## src/hdl/arc_pkg.sv

```systemverilog
// Package for the address resolution cache.
// Holds field widths, the default table size, the request kinds and the sequencer states.
// Used by arc_ram.sv and address_resolution_cache_unit.sv.
package arc_pkg;

  localparam int ENTRIES_DEF = 16;
  localparam int IP_W        = 32;
  localparam int MAC_W       = 48;

  typedef struct packed {
    logic [MAC_W-1:0] mac;
    logic [IP_W-1:0]  ip;
  } entry_t;

  localparam int ENTRY_W = $bits(entry_t);

  localparam logic MODE_LOOKUP = 1'b0;
  localparam logic MODE_INSERT = 1'b1;

  typedef enum logic [1:0] {
    ST_IDLE,
    ST_SCAN,
    ST_DONE
  } state_t;

endpackage

```

## src/hdl/arc_ram.sv

```systemverilog
// Generic simple dual-port RAM with one write port and one registered read port.
// Depends on arc_pkg for the default entry width and depth.
module arc_ram
  import arc_pkg::*;
#(
  parameter int WIDTH = ENTRY_W,
  parameter int DEPTH = ENTRIES_DEF,
  localparam int AW   = (DEPTH > 1) ? $clog2(DEPTH) : 1
) (
  input  logic             clk,
  input  logic             wr_en,
  input  logic [AW-1:0]    wr_addr,
  input  logic [WIDTH-1:0] wr_data,
  input  logic             rd_en,
  input  logic [AW-1:0]    rd_addr,
  output logic [WIDTH-1:0] rd_data
);

  logic [WIDTH-1:0] mem [DEPTH];

  always_ff @(posedge clk) begin
    if (wr_en) begin
      mem[wr_addr] <= wr_data;
    end
    if (rd_en) begin
      rd_data <= mem[rd_addr];
    end
  end

endmodule

```

## src/hdl/address_resolution_cache_unit.sv

```systemverilog
// Address resolution cache: maps IPv4 addresses to hardware addresses.
// Depends on arc_pkg and on arc_ram for the entry table.
// An insert passes through ST_DONE to the registered result; a lookup scans the stored
// entries newest first, reading one entry per cycle through the table's single read port,
// and ends early on a hit; a lookup on an empty table skips the scan. ST_DONE waits while
// the output is held, and a new request is taken only in ST_IDLE.
// Reset (rst, synchronous) empties the table by clearing the entry count; stored entries
// are not cleared and are never read before they are written.
module address_resolution_cache_unit
  import arc_pkg::*;
#(
  parameter int ENTRIES = ENTRIES_DEF
) (
  input  logic               clk,
  input  logic               rst,
  input  logic               s_tvalid,
  output logic               s_tready,
  input  logic [IP_W+MAC_W-1:0] s_tdata,  // ip_address, mac_address
  input  logic               s_tuser,     // mode
  output logic               m_tvalid,
  input  logic               m_tready,
  output logic [MAC_W-1:0]   m_tdata,     // found_mac
  output logic [1:0]         m_tuser      // hit, full_drop
);

  localparam int IDX_W = (ENTRIES > 1) ? $clog2(ENTRIES) : 1;
  localparam int CNT_W = $clog2(ENTRIES + 1);

  state_t             state, state_next;
  logic [CNT_W-1:0]   fill_count, fill_count_next;
  logic [IDX_W-1:0]   scan_idx, scan_idx_next;
  logic               issue_more, issue_more_next;
  logic               cmp_valid, cmp_valid_next;
  logic               cmp_last, cmp_last_next;
  logic [IP_W-1:0]    key_ip, key_ip_next;
  logic               res_hit, res_hit_next;
  logic               res_drop, res_drop_next;
  logic [MAC_W-1:0]   res_mac, res_mac_next;
  logic               m_tvalid_next;
  logic [MAC_W-1:0]   m_tdata_next;
  logic [1:0]         m_tuser_next;

  logic               accept;
  logic               out_free;
  logic               table_full;
  logic               match;
  logic [IP_W-1:0]    in_ip;
  logic [MAC_W-1:0]   in_mac;
  logic [CNT_W-1:0]   cnt_m1;
  entry_t             wr_entry;
  entry_t             rd_entry;
  logic [ENTRY_W-1:0] rd_raw;
  logic               ram_wr_en;
  logic               ram_rd_en;

  assign s_tready   = (state == ST_IDLE);
  assign accept     = s_tvalid && s_tready;
  assign out_free   = !m_tvalid || m_tready;
  assign in_ip      = s_tdata[IP_W-1:0];
  assign in_mac     = s_tdata[IP_W+MAC_W-1:IP_W];
  assign table_full = (fill_count == CNT_W'(ENTRIES));
  assign cnt_m1     = fill_count - CNT_W'(1);
  assign rd_entry   = entry_t'(rd_raw);
  assign match      = (rd_entry.ip == key_ip);

  always_comb begin
    wr_entry.ip  = in_ip;
    wr_entry.mac = in_mac;
  end

  arc_ram #(
    .WIDTH(ENTRY_W),
    .DEPTH(ENTRIES)
  ) u_table (
    .clk    (clk),
    .wr_en  (ram_wr_en),
    .wr_addr(fill_count[IDX_W-1:0]),
    .wr_data(wr_entry),
    .rd_en  (ram_rd_en),
    .rd_addr(scan_idx),
    .rd_data(rd_raw)
  );

  // Next state.
  always_comb begin
    state_next = state;
    unique case (state)
      ST_IDLE: begin
        if (s_tvalid) begin
          if (s_tuser == MODE_LOOKUP && fill_count != '0) begin
            state_next = ST_SCAN;
          end else begin
            state_next = ST_DONE;
          end
        end
      end
      ST_SCAN: begin
        if (cmp_valid && (match || cmp_last)) begin
          state_next = ST_DONE;
        end
      end
      ST_DONE: begin
        if (out_free) begin
          state_next = ST_IDLE;
        end
      end
      default: state_next = ST_IDLE;
    endcase
  end

  // Datapath and outputs. The scan issues one read per cycle, newest entry first,
  // and compares the data of the read issued in the cycle before.
  always_comb begin
    fill_count_next = fill_count;
    scan_idx_next   = scan_idx;
    issue_more_next = issue_more;
    cmp_valid_next  = cmp_valid;
    cmp_last_next   = cmp_last;
    key_ip_next     = key_ip;
    res_hit_next    = res_hit;
    res_drop_next   = res_drop;
    res_mac_next    = res_mac;
    m_tvalid_next   = m_tvalid && !m_tready;
    m_tdata_next    = m_tdata;
    m_tuser_next    = m_tuser;
    ram_wr_en       = 1'b0;
    ram_rd_en       = 1'b0;
    unique case (state)
      ST_IDLE: begin
        if (accept) begin
          key_ip_next     = in_ip;
          res_hit_next    = 1'b0;
          res_drop_next   = 1'b0;
          res_mac_next    = '0;
          scan_idx_next   = cnt_m1[IDX_W-1:0];
          issue_more_next = 1'b1;
          cmp_valid_next  = 1'b0;
          cmp_last_next   = 1'b0;
          if (s_tuser == MODE_INSERT) begin
            if (table_full) begin
              res_drop_next = 1'b1;
            end else begin
              ram_wr_en       = 1'b1;
              fill_count_next = fill_count + CNT_W'(1);
            end
          end
        end
      end
      ST_SCAN: begin
        if (cmp_valid && match) begin
          res_hit_next    = 1'b1;
          res_mac_next    = rd_entry.mac;
          issue_more_next = 1'b0;
          cmp_valid_next  = 1'b0;
        end else if (cmp_valid && cmp_last) begin
          issue_more_next = 1'b0;
          cmp_valid_next  = 1'b0;
        end else begin
          ram_rd_en      = issue_more;
          cmp_valid_next = issue_more;
          cmp_last_next  = (scan_idx == '0);
          if (issue_more) begin
            if (scan_idx == '0) begin
              issue_more_next = 1'b0;
            end else begin
              scan_idx_next = scan_idx - IDX_W'(1);
            end
          end
        end
      end
      ST_DONE: begin
        if (out_free) begin
          m_tvalid_next = 1'b1;
          m_tdata_next  = res_mac;
          m_tuser_next  = {res_drop, res_hit};
        end
      end
      default: begin
        issue_more_next = 1'b0;
        cmp_valid_next  = 1'b0;
      end
    endcase
  end

  always_ff @(posedge clk) begin
    if (rst) begin
      state      <= ST_IDLE;
      fill_count <= '0;
      issue_more <= 1'b0;
      cmp_valid  <= 1'b0;
      m_tvalid   <= 1'b0;
    end else begin
      state      <= state_next;
      fill_count <= fill_count_next;
      issue_more <= issue_more_next;
      cmp_valid  <= cmp_valid_next;
      m_tvalid   <= m_tvalid_next;
    end
  end

  always_ff @(posedge clk) begin
    scan_idx <= scan_idx_next;
    cmp_last <= cmp_last_next;
    key_ip   <= key_ip_next;
    res_hit  <= res_hit_next;
    res_drop <= res_drop_next;
    res_mac  <= res_mac_next;
    m_tdata  <= m_tdata_next;
    m_tuser  <= m_tuser_next;
  end

  a_fill_bound: assert property (@(posedge clk) disable iff (rst)
    fill_count <= CNT_W'(ENTRIES))
    else $error("entry count exceeds table size");

  a_fill_grows_on_insert: assert property (@(posedge clk) disable iff (rst)
    (accept && s_tuser == MODE_INSERT && !table_full)
      |=> fill_count == $past(fill_count) + CNT_W'(1))
    else $error("accepted insert did not add an entry");

  a_flags_exclusive: assert property (@(posedge clk) disable iff (rst)
    m_tvalid |-> !(m_tuser[0] && m_tuser[1]))
    else $error("result is both a hit and a dropped insert");

  a_miss_zero_mac: assert property (@(posedge clk) disable iff (rst)
    (m_tvalid && !m_tuser[0]) |-> m_tdata == '0)
    else $error("result without a hit carries a hardware address");

  a_compare_in_scan: assert property (@(posedge clk) disable iff (rst)
    cmp_valid |-> state == ST_SCAN)
    else $error("compare pending outside the scan");

endmodule
```

## config.mk

```make
export PLATFORM = sky130hd
export DESIGN_NAME = address_resolution_cache_unit
export DESIGN_NICKNAME = d
export VERILOG_FILES = /design/src/hdl/arc_pkg.sv /design/src/hdl/arc_ram.sv /design/src/hdl/address_resolution_cache_unit.sv
export SDC_FILE = /design/constraint.sdc
export NUM_CORES = 1
export LEC_CHECK = 0
export ABC_AREA = 1
export BUFFER_PORTS_ARGS = -buffer_cell sky130_fd_sc_hd__buf_2
export CORE_MARGIN = 3
export CORE_UTILIZATION = 45
export CTS_BUF_LIST = sky130_fd_sc_hd__clkbuf_8
export CTS_CLUSTER_SIZE = 8
export DETAILED_ROUTE_END_ITERATION = 10
export PLACE_DENSITY_LB_ADDON = 0.25
export SKIP_LAST_GASP = 1
export SYNTH_ARGS = -nofsm -noshare
export SYNTH_HDL_FRONTEND = slang
export SYNTH_SLANG_ARGS = --single-unit
export TNS_END_PERCENT = 5
```

## constraint.sdc

```tcl
create_clock -name clk -period 9.4 [get_ports clk]
set_input_delay 0.94 -clock clk [delete_from_list [all_inputs] [get_ports clk]]
set_output_delay 0.94 -clock clk [all_outputs]
set_load 0.05 [all_outputs]
```

======== Word level (Yosys, flattened, before mapping) ========
Memory sizes are Yosys's and may differ from the RTL's. A register that Yosys moved wholly into a read port is not among the register bits.
Cells that the tools add are included.
W data, S select, Z words.
storage, ports and cells
  flip-flop bits (word level) ............. 147
  memory bits (writable) .................. 1280
  bits of input ports ..................... 85
  output and inout bits ................... 52
  logic and storage cells ................. 94
  memories ................................ 1
memory list
  memory       words  width  rd ports  clocked after memory_dff  wr ports  RTL line       text
  u_table.mem  16     80     1         1                         1         arc_ram.sv:19  logic [WIDTH-1:0] mem [DEPTH];
operators by class
  $add $sub $neg .......................... 3
  equal/unequal tests ..................... 13
  muxes and demuxes ....................... 39
  bitwise logic cells ..................... 3
  reductions and logical operators ........ 22
operators by type and width
  operator               count
  $mux W48               2
  $pmux W48 S2           1
  $eq A32 B32 Y1         1
  $mux W1                21
  $mux W4                5
  $ne A2 B2 Y1 const B   8
  $mux W2                4
  $pmux W4 S2            1
  $reduce_and A4 Y1      2
  $sub A4 B1 Y4 const B  2
  $logic_and A1 B1 Y1    6
  $pmux W1 S3            2
  $pmux W2 S3            1
  $reduce_and A2 Y1      3
  $reduce_and A3 Y1      2
  $reduce_and A6 Y1      1
  $add A5 B1 Y5 const B  1
  $eq A5 B5 Y1 const B   1
  $reduce_bool A5 Y1     1
  $logic_not A4 Y1       1
  $pmux W1 S2            2
  $not A1 Y1             3
  $eq A2 B1 Y1 const B   1
  $eq A2 B2 Y1 const B   1
  other kinds (5)        7

======== Longest topological paths before layout ========
Gate-level depths: netlist (run 1).
  depth after elaboration ................. 7
  depth in mapped cells ................... 13
  depth with buffers taken out ............ 13

======== Modules after synthesis ========
From an unflattened synthesis (run 1), not the netlist that was laid out.
second synthesis, totals
  cells, all modules ...................... 5743
  area, all modules ....................... 62814.0 µm²
modules (own cells, without submodules)
  module                         instances  cells each  area an instance (µm²)  seq. area each (µm²)
  arc_ram                        1          5255        56995.9                 40839.2
  address_resolution_cache_unit  1          488         5818.1                  4314.1

======== Worst setup path before layout (run 1) ========
OpenSTA, ideal clock, no wires.
  kind .................................... input port to flip-flop
  start point ............................. input port s_tvalid
  end point ............................... memory u_table.mem[10][0] in the netlist's numbering (enable)
  library setup time ...................... 0.519 ns
  data arrival time ....................... 5.852 ns
  required time ........................... 8.881 ns
  path slack .............................. 3.029 ns
  stages .................................. 8
  buffers on the path ..................... 0
  path through ............................ inv_1 > nor2_2 > inv_1 > nor2_2 > nand2_2 > inv_1 > nand2_1 > nor2_1
on the way
  longest elaborated chain between the ends .. 5
RTL lines
  element                        RTL line                              text
  from (decl)                    address_resolution_cache_unit.sv:16   input logic s_tvalid,
  $logic_and A1 B1 Y1            address_resolution_cache_unit.sv:57   assign accept = s_tvalid && s_tready;
  $mux W1                        address_resolution_cache_unit.sv:130  if (accept) begin
  $mux W1                        address_resolution_cache_unit.sv:128  unique case (state)
  $mux W1                        arc_ram.sv:22                         if (wr_en) begin
  $mux W1 (not written as such)  arc_ram.sv:23                         mem[wr_addr] <= wr_data;
  to (decl)                      arc_ram.sv:19
No other way between the ends.

======== Worst setup path in the final report (run 1) ========
  start point ............................. register state[1]
  end point ............................... memory u_table.mem[1][36] in the netlist's numbering (enable)
on the way
  longest elaborated chain between the ends .. 6
RTL lines
  element                          RTL line                                                                   text
  from (decl)                      address_resolution_cache_unit.sv:29                                        state_t state, state_next;
  from (signal assigned)           address_resolution_cache_unit.sv:193                                       state <= state_next;
  $logic_not A2 Y1 *               address_resolution_cache_unit.sv:56, address_resolution_cache_unit.sv:128
  $logic_and A1 B1 Y1              address_resolution_cache_unit.sv:57
  $mux W1                          address_resolution_cache_unit.sv:130
  $mux W1 *                        address_resolution_cache_unit.sv:128
  $mux W1 *                        arc_ram.sv:22
  $mux W1 (not written as such) *  arc_ram.sv:23
Mark *: on every way between the ends. The rest lies on a longest branch, timed or not.

==> results.md, run 1 <==
- Outcome: complete, but fails checks
- Violated checks: max-slew violations
- Tmin final: between 4 and 5 ns
- Synth Warn #: 0
- CTS tree: done
- Sinks on the clock net: 1507
- Setup repair after global routing missed its margin: false
- Final TNS setup: 0 ns
- Overall die area: 132300 um2
- Critical path type: flop to flop
- Final core utilization: 50.59%
- Launch point of the worst reg-to-reg path: state[1]
- Most instantiated cells after synthesis: edfxtp_1 (1497), nor2_1 (807), o21ai_0 (288)
- Core region area: 126400 um2
- Netlist area before placement: between 50000 and 60000 um2
- Origin of the worst min-delay path: rst
- Wire length per cell: approximately 23 um
- Power density cells: around 220 nW/um2
- Clock buffer depth: 3
- CTS clock-pin slew for the worst setup and hold paths: ~0.060 ns
- Dominant cell by count in the synthesized netlist: edfxtp_1
- Number of synthesized register bits: between 1500 and 2000
- Syn_area_per_cell: between 10 and 15 um2
- Largest area contributor in the netlist: edfxtp_1
- HPWL Detailed: 68.96 mm
- Top cells by area in the synthesized netlist: edfxtp_1 (78%), nor2_1 (5.3%), o32ai_1 (3.0%)
- Count of buffers inserted at the top-level ports: approximately 140
- Total overflow reported by the global router: 0
- Final Hold Violating Endpoints: 0
- Post-layout total power: approximately 14 mW
- Critical path data required time: between 9 and 10 ns
- Normalized max-slew margin: -1.436%
- Critical Path, Cell by Cell: nor2_2 > inv_2 > nor2_4 > buf_4 > inv_1 > nor2_2 > nand2_2 > inv_1 > nand2_1 > nor2_4 > buf_4 > buf_4
- Count of non-filler cells in the finished layout: 5911
- Share of Yosys cell area claimed by the top area cell type: between 70 and 80%
- Register-to-register setup slack: 4.82 ns
- Total I/O pin count: 137
- Kind of start point of the critical path: flop
- Leakage power: about 22 nW
- Xor/xnor cell area share of the yosys netlist: less than 1%
- Count of standard-cell rows: between 100 and 150
- Height of the die: about 360 um
- Post-cts repair resize count: 0
- Weighted congestion reported at the end of routability-driven placement: between 0.7 and 0.8
- Largest voltage drop on the vdd net: 0.1522 mV
- Clock buffer count from CTS: 234
- HP Class: input pin to flop
- Post-Synthesis Net Count: approximately 4000
- Synth Area in Compound Gates: 8.415%
- Slew at the pin with the worst max-slew slack: 1.522 ns
- Adder-cell share of the synthesized area: 0.1086%
- Count of flip-flops with a built-in enable after synthesis: 1497
- Layout Nets: 4172
- Max H-tree Level: 4
- Hold buffer count at cts: 0
- Post-CTS setup buffer count: 0
- Setup Viol. Count Final: 0
- Min Hold Slack: 0.3850 ns
- Wire length of the first global-routing pass: ~200 mm
- Pin count of the biggest net entering global routing: 276
- Leading register cell type out of synthesis: edfxtp_1
- Via count of the first global-routing pass: between 30000 and 40000
- Worst Setup SP: state[1]
- Vias/cell: roughly 5.6
- Antenna violation net count after detailed routing: 0
- Arrival time reported for the critical path endpoint: between 5 and 6 ns
- Drt first pass iters: 5
- Sequential area share after synthesis: 78.39%
- Dominant combinational cell family by area after synthesis: compound AO/OA/AOI/OAI gates
- Worst path max stage delay: 0.72 ns
- Latest clock arrival within the worst-skew pair: 0.92 ns
- Layout cells sized above 1: a little under an eighth
- Standard cell with the maximum stage delay on the critical path: buf_4
- CP Max Fanout: 37
- Cell with the most instances on the worst path: buf_4
- Root Buffer: clkbuf_8
- Iteration-0 DRC count of the detailed router: 3400
- Highest clock rate: ~220 MHz
- Initial core utilization: between 40% and 50%
- Final Cycle Share: slightly below 50%
- Number of max-cap violations: 0
- Gr usage total: about a fifth
- Kind of capture point of the worst setup path: flop
- Number of antenna violations at the first check in global routing: 15
- Final routed wirelength across all metal layers: roughly 140 mm
- Synthesized instance count: 3898
- Worst setup skew after layout: 0.04712 ns
- Syn-to-layout area delta: 10.98%
- Fin. max-slew vios: 60
- Multiplexer share of the synthesized area: roughly 2.1%
- Via total after detailed routing: between 30000 and 40000
- Count of different cell masters after synthesis: 31
- Post-Synth Simple-Gate Area: about 8%
- Number of instances in the placed design: roughly 5500
- Die extent in x: roughly 360 um
- DRC violation count after routing: 0
- Post-synth ARST share: 0%
-- logic make-up (layout without fill, tap and decap cells) --
kind of cell	after synthesis	count (layout)
flip-flops	1507	1507
AND/OR/NAND/NOR	1182	1182
AO/OA/AOI/OAI	709	709
buffers and inverters	360	716
multiplexers	123	123
XOR/XNOR	12	12
adder cells (fa/ha/maj)	5	5
other	0	7
-- flip-flops by register name (all words and copies together), names as in the netlist, 4 cells and up --
signal and count:
fill_count 5, key_ip 32, m_tdata 48, res_mac 48, scan_idx 4, u_table.mem 1280
u_table.rd_data 80
-- per-stage QoR --
stage | worst slack [ns] | instance area [um2]
after detailed placement | 4.429 | 59850
final | 4.816 | 63930
after global routing | 4.543 | 63920
after global placement | 4.449 | 59850
after floorplan | 3.029 | 57600
after CTS | 4.795 | 63910
-- final timing paths --
path                                      endpoint  depth (start not counted)
worst min-delay path                      state[1]                          2
worst min register to register          m_tdata[0]                          0
worst max-delay path            u_table.mem[1][36]                         12
worst max register to register  u_table.mem[1][36]                         12
-- worst max-delay path: cells and delay by family (launching register included) --
family / cells / cell delay (ns)
DFF: 1 / 0.35
buffers and inverters: 6 / 2.17
and+or+nand+nor: 6 / 1.60
-- per-layer routing --
metal | GRT usage [%] | part of all wire (%) | up-vias
li1 | - | - | 15075
met1 | 29.54 | 45 | 16876
met2 | 31.94 | 47 | 1077
met3 | 4.150 | 6.8 | 219
met4 | 5.640 | 1.9 | 4
met5 | 0 | 0.023 | -
-- layout make-up --
type | instances | area [um2]
diodes | 7 | 17.52
clock buffers | 243 | 3344
clock inverters | 165 | 719.4
fillers | 10501 | 62450
inverters | 114 | 446.7
multi-input cells | 2031 | 11030
flip-flops and latches | 1507 | 45150
well taps | 1650 | 2064
repair buffers | 194 | 1154
-- layout by cell type, fill, tap and decap left out, types with 52 or more instances in the layout --
master    count
buf_2       136
buf_4        55
clkbuf_8    243
clkinv_1     52
edfxtp_1   1497
inv_1       206
mux2i_1     123
nand2_1     236
nand3_1     131
nor2_1      788
o21ai_0     287
o221ai_1    123
o32ai_1     197
-- power breakdown --
group          switching (mW)  leakage [nW]  internal (mW)  total [mW]
logic                    1.20          5.55          0.453        1.65
registers              0.0345          13.6           7.57        7.60
clock network            2.46          2.42           2.39        4.86
total                    3.70          21.6           10.4        14.1
Note: power is estimated with default switching activity, not from simulation.
==> run 2: changes to the inputs <==
ABC_AREA = 0   (was 1)
clock period = 4.1 ns   (was 9.4 ns; I/O delays follow)
==> results.md, run 2 <==
- Clock buffer depth: 3 (unchanged)
- Highest clock rate: 324.7 MHz (+49%)
- Via total after detailed routing: 24708 (-26%)
- GR Layer Usage met3: 4.282% (+0.13 points)
- Die extent in x: 358.6 um (-1.4%)
- Number of synthesized register bits: 1507 (unchanged)
- Post-synth ARST share: 0% (unchanged)
- Sequential area share after synthesis: 80.69% (+2.3 points)
- Syn-to-layout area delta: 14.13%
- Sinks on the clock net: 1507 (unchanged)
- CTS clock-pin slew for the worst setup and hold paths: 0.06 ns (about the same)
- Count of standard-cell rows: 128 (-1.5%)
- Drt first pass iters: 5 (unchanged)
- Most common cell after layout, fill and taps aside: edfxtp_1
- Final routed wirelength across all metal layers: 121.6 mm (-11%)
- Overall die area: 128600 um2 (-2.8%)
- Largest register by flop count: u_table.mem
- Origin of the worst min-delay path: res_mac[10]
- Kind of capture point of the worst setup path: flop
- Count of flip-flops with a built-in enable after synthesis: 1497 (unchanged)
- Synth Warn #: 0 (unchanged)
- Most instantiated cells after synthesis: edfxtp_1 (1497), mux4_2 (400), clkbuf_1 (51)
- Top Usage Layer GRT: met2
- Kind of start point of the critical path: flop
- Setup repair after global routing missed its margin: false
- Largest voltage drop on the vdd net: 0.2703 mV (+78%)
- Weighted congestion reported at the end of routability-driven placement: 0.7647 (+1.4%)
- Critical Path, Cell by Cell: inv_1 > ha_1 > nor3b_2 > a211oi_4 > nand2_1 > nor3_4 > buf_4
- Fin. max-slew vios: 0 (-100%)
- Hold Crit Depth: 0 (-2)
- Cell area after placement: 59070 um2 (-1.3%)
- Fraction of met2 tracks used by global routing: 30.77% (-1.2 points)
- Max FFs per register: 1280 (unchanged)
- Normalized max-slew margin: 17.54% (+19 points)
- Register-to-register setup slack: 1.02 ns (-3.80 ns)
- Clock buffer count from CTS: 229 (-2.1%)
- Post-Synthesis Net Count: 2282 (-43%)
- Count of different cell masters after synthesis: 37 (+19%)
- Total overflow reported by the global router: 0 (unchanged)
- Netlist area before placement: 55960 um2 (-2.9%)
- HPWL Detailed: 59.59 mm (-14%)
- Commonest cells after routing, fill and taps aside: edfxtp_1 (1497), mux4_2 (400), clkbuf_8 (231)
- Filler Cells Inserted: 9453 (-10%)
- Top cells by area in the synthesized netlist: edfxtp_1 (80%), mux4_2 (16%), and2_1 (0.56%)
- Final Hold Violating Endpoints: 0 (unchanged)
- Gr usage total: 19.36% (-1.2 points)
- Arrival time reported for the critical path endpoint: 3.60 ns (-1.52 ns)
- Launch point of the worst reg-to-reg path: fill_count[0]
- Setup Viol. Count Final: 0 (unchanged)
- Post-layout instance area: 63860 um2 (-0.11%)
- Critical path type: flop to flop
- Slew at the pin with the worst max-slew slack: 1.237 ns (-0.2846 ns)
- Final setup slack of the worst path: 1.020 ns (-3.796 ns)
- Post-cts repair resize count: 0 (unchanged)
- Dominant cell by count in the synthesized netlist: edfxtp_1
- Root Buffer: clkbuf_8
- Pre-CTS setup slack: 0.9394 ns (-3.490 ns)
- Wire length of the first global-routing pass: 179.2 mm (-12%)
- Count of buffers inserted at the top-level ports: 136 (unchanged)
- Wire length per cell: 27.76 um (+20%)
- Number of max-cap violations: 0 (unchanged)
- Largest area contributor in the netlist: edfxtp_1
- Global-route track usage on met1: 27.35% (-2.2 points)
- Latest clock arrival within the worst-skew pair: 0.91 ns (about the same)
- R2R Path End: u_table.mem[2][63]
- Worst setup skew after layout: 0.02888 ns (-0.01825 ns)
- Final Cycle Share: 75.12% (+26 points)
- Max H-tree Level: 4 (unchanged)
- Logic depth of the worst register-to-register path: 7 (-5)
- Share of Yosys cell area claimed by the top area cell type: 80.33% (+2.3 points)
- End of the worst hold path: m_tdata[10]
- Outcome: finished, final reports clean
- Height of the die: 358.6 um (-1.4%)
- CTS tree: done
- Via count of the first global-routing pass: 26644 (-18%)
- CP Max Fanout: 35 (-5.4%)
- Worst path max stage delay: 0.57 ns (-0.15 ns)
- Layout Nets: 2692 (-35%)
- Layout cells sized above 1: 31.58% (+20 points)
- Final core utilization: 52.06% (+1.5 points)
- Antenna violation net count after detailed routing: 0 (unchanged)
- Leading register cell type out of synthesis: edfxtp_1
- Initial core utilization: 45.61% (about the same)
- Power density cells: 474.3 nW/um2 (+110%)
- Total I/O pin count: 137 (unchanged)
- Leakage power: 20.50 nW (-5.2%)
- Post-layout total power: 30.29 mW (+110%)
- Iteration-0 DRC count of the detailed router: 2276 (-33%)
- Synthesized instance count: 2192 (-44%)
- Syn_area_per_cell: 25.53 um2 (+73%)
- Tmin final: 3.080 ns (-1.504 ns)
- Core region area: 122700 um2 (-2.9%)
- HP Class: flop to flop
- Number of antenna violations at the first check in global routing: 15 (unchanged)
- Leading registers by flop count: u_table.mem x1280, u_table.rd_data x80
- DRC violation count after routing: 0 (unchanged)
- Pin count of the biggest net entering global routing: 81 (-71%)
- Standard cell with the maximum stage delay on the critical path: buf_4
- Critical path data required time: 4.62 ns (-5.32 ns)
- Vias/cell: 5.641 (+0.28%)
==> run 2: cell types whose count changed in the layout (fill, tap and decap cells not counted), moves of 123 or more <==
cell / before / now
nand2_1: 236 / 9
nor2_1: 788 / 12
o21ai_0: 287 / 1
nand3_1: 131 / 3
o32ai_1: 197 / 0
o221ai_1: 123 / 0
mux4_2: 0 / 400
==> run 2: kinds of logic (layout without fill, tap and decap cells) <==
group / Yosys count / in the layout / synth area share (%)
compound gates: 19 / 19 / 0.2527
xor+xnor: 38 / 38 / 0.5948
fa+ha+maj: 5 / 5 / 0.1118
buf+inv: 109 / 666 / 1.098
flops: 1507 / 1507 / 80.69
mux: 403 / 403 / 16.15
other cells: 0 / 6 / 0
simple gates: 111 / 111 / 1.098
==> run 2: worst max-delay path by stage <==
stage	start	endpoint	depth (start not counted)
floorplan	fill_count[0]	u_table.mem[11][0]	6
global placement	s_tvalid	u_table.mem[15][72]	6
detailed placement	s_tvalid	u_table.mem[2][63]	6
CTS	fill_count[0]	u_table.mem[1][60]	7
global route	fill_count[0]	u_table.mem[1][60]	7
finish	fill_count[0]	u_table.mem[2][63]	7
==> run 2: layout make-up <==
class	instances	area [um2]	area share (%)
Tap cell	1625	2033	3.184
Clock inverter	147	744.5	1.166
Timing Repair Buffer	277	2352	3.683
Multi-Input combinational cell	576	10340	16.19
Clock buffer	231	3179	4.978
Antenna cell	6	15.01	0.02351
Sequential cell	1507	45150	70.70
Inverter	11	43.79	0.06857
==> run 2: routing by layer <==
| metal | up-vias | routed length (um) | part of all wire, % |
|---|---|---|---|
| li1 | 10265 | - | - |
| met1 | 13401 | 52030 | 43 |
| met2 | 828 | 59430 | 49 |
| met3 | 198 | 7735 | 6.4 |
| met4 | 16 | 2279 | 1.9 |
| met5 | - | 103 | 0.085 |
==> run 2: where the power goes <==
group          total, mW  switching [mW]  leakage (nW)  internal [mW]
combinational       2.18            1.22          4.55          0.959
clock               10.8            5.49          2.31           5.32
sequential          17.3          0.0756          13.6           17.2
==> run 2: worst max-delay path, delay by kind of cell, from the launching register on <==
| kind | cells | cell delay (ns) |
|---|---|---|
| simple gates | 3 | 0.80 |
| buf+inv | 2 | 0.68 |
| flops | 1 | 0.43 |
| fa+ha+maj | 1 | 0.22 |
| compound gates | 1 | 0.50 |
==> run 2: per-stage QoR <==
stage	setup TNS, ns	cells	hold WS (ns)
global route	0	4377	0.3478
CTS	0	4374	0.2908
detailed placement	0	3911	0.4045
floorplan	-1361.83	2192	0.4003
finish	0	4380	0.4146
global placement	0	3911	0.4026
==> run 2: what timing repair did <==
| item | 4_1_cts | 5_1_grt |
|---|---|---|
| hold buffers | 85 | 0 |
| hold endpoints to repair | 1323 | 0 |
| setup endpoints to repair | 0 | 0 |
| setup buffers | 0 | 0 |
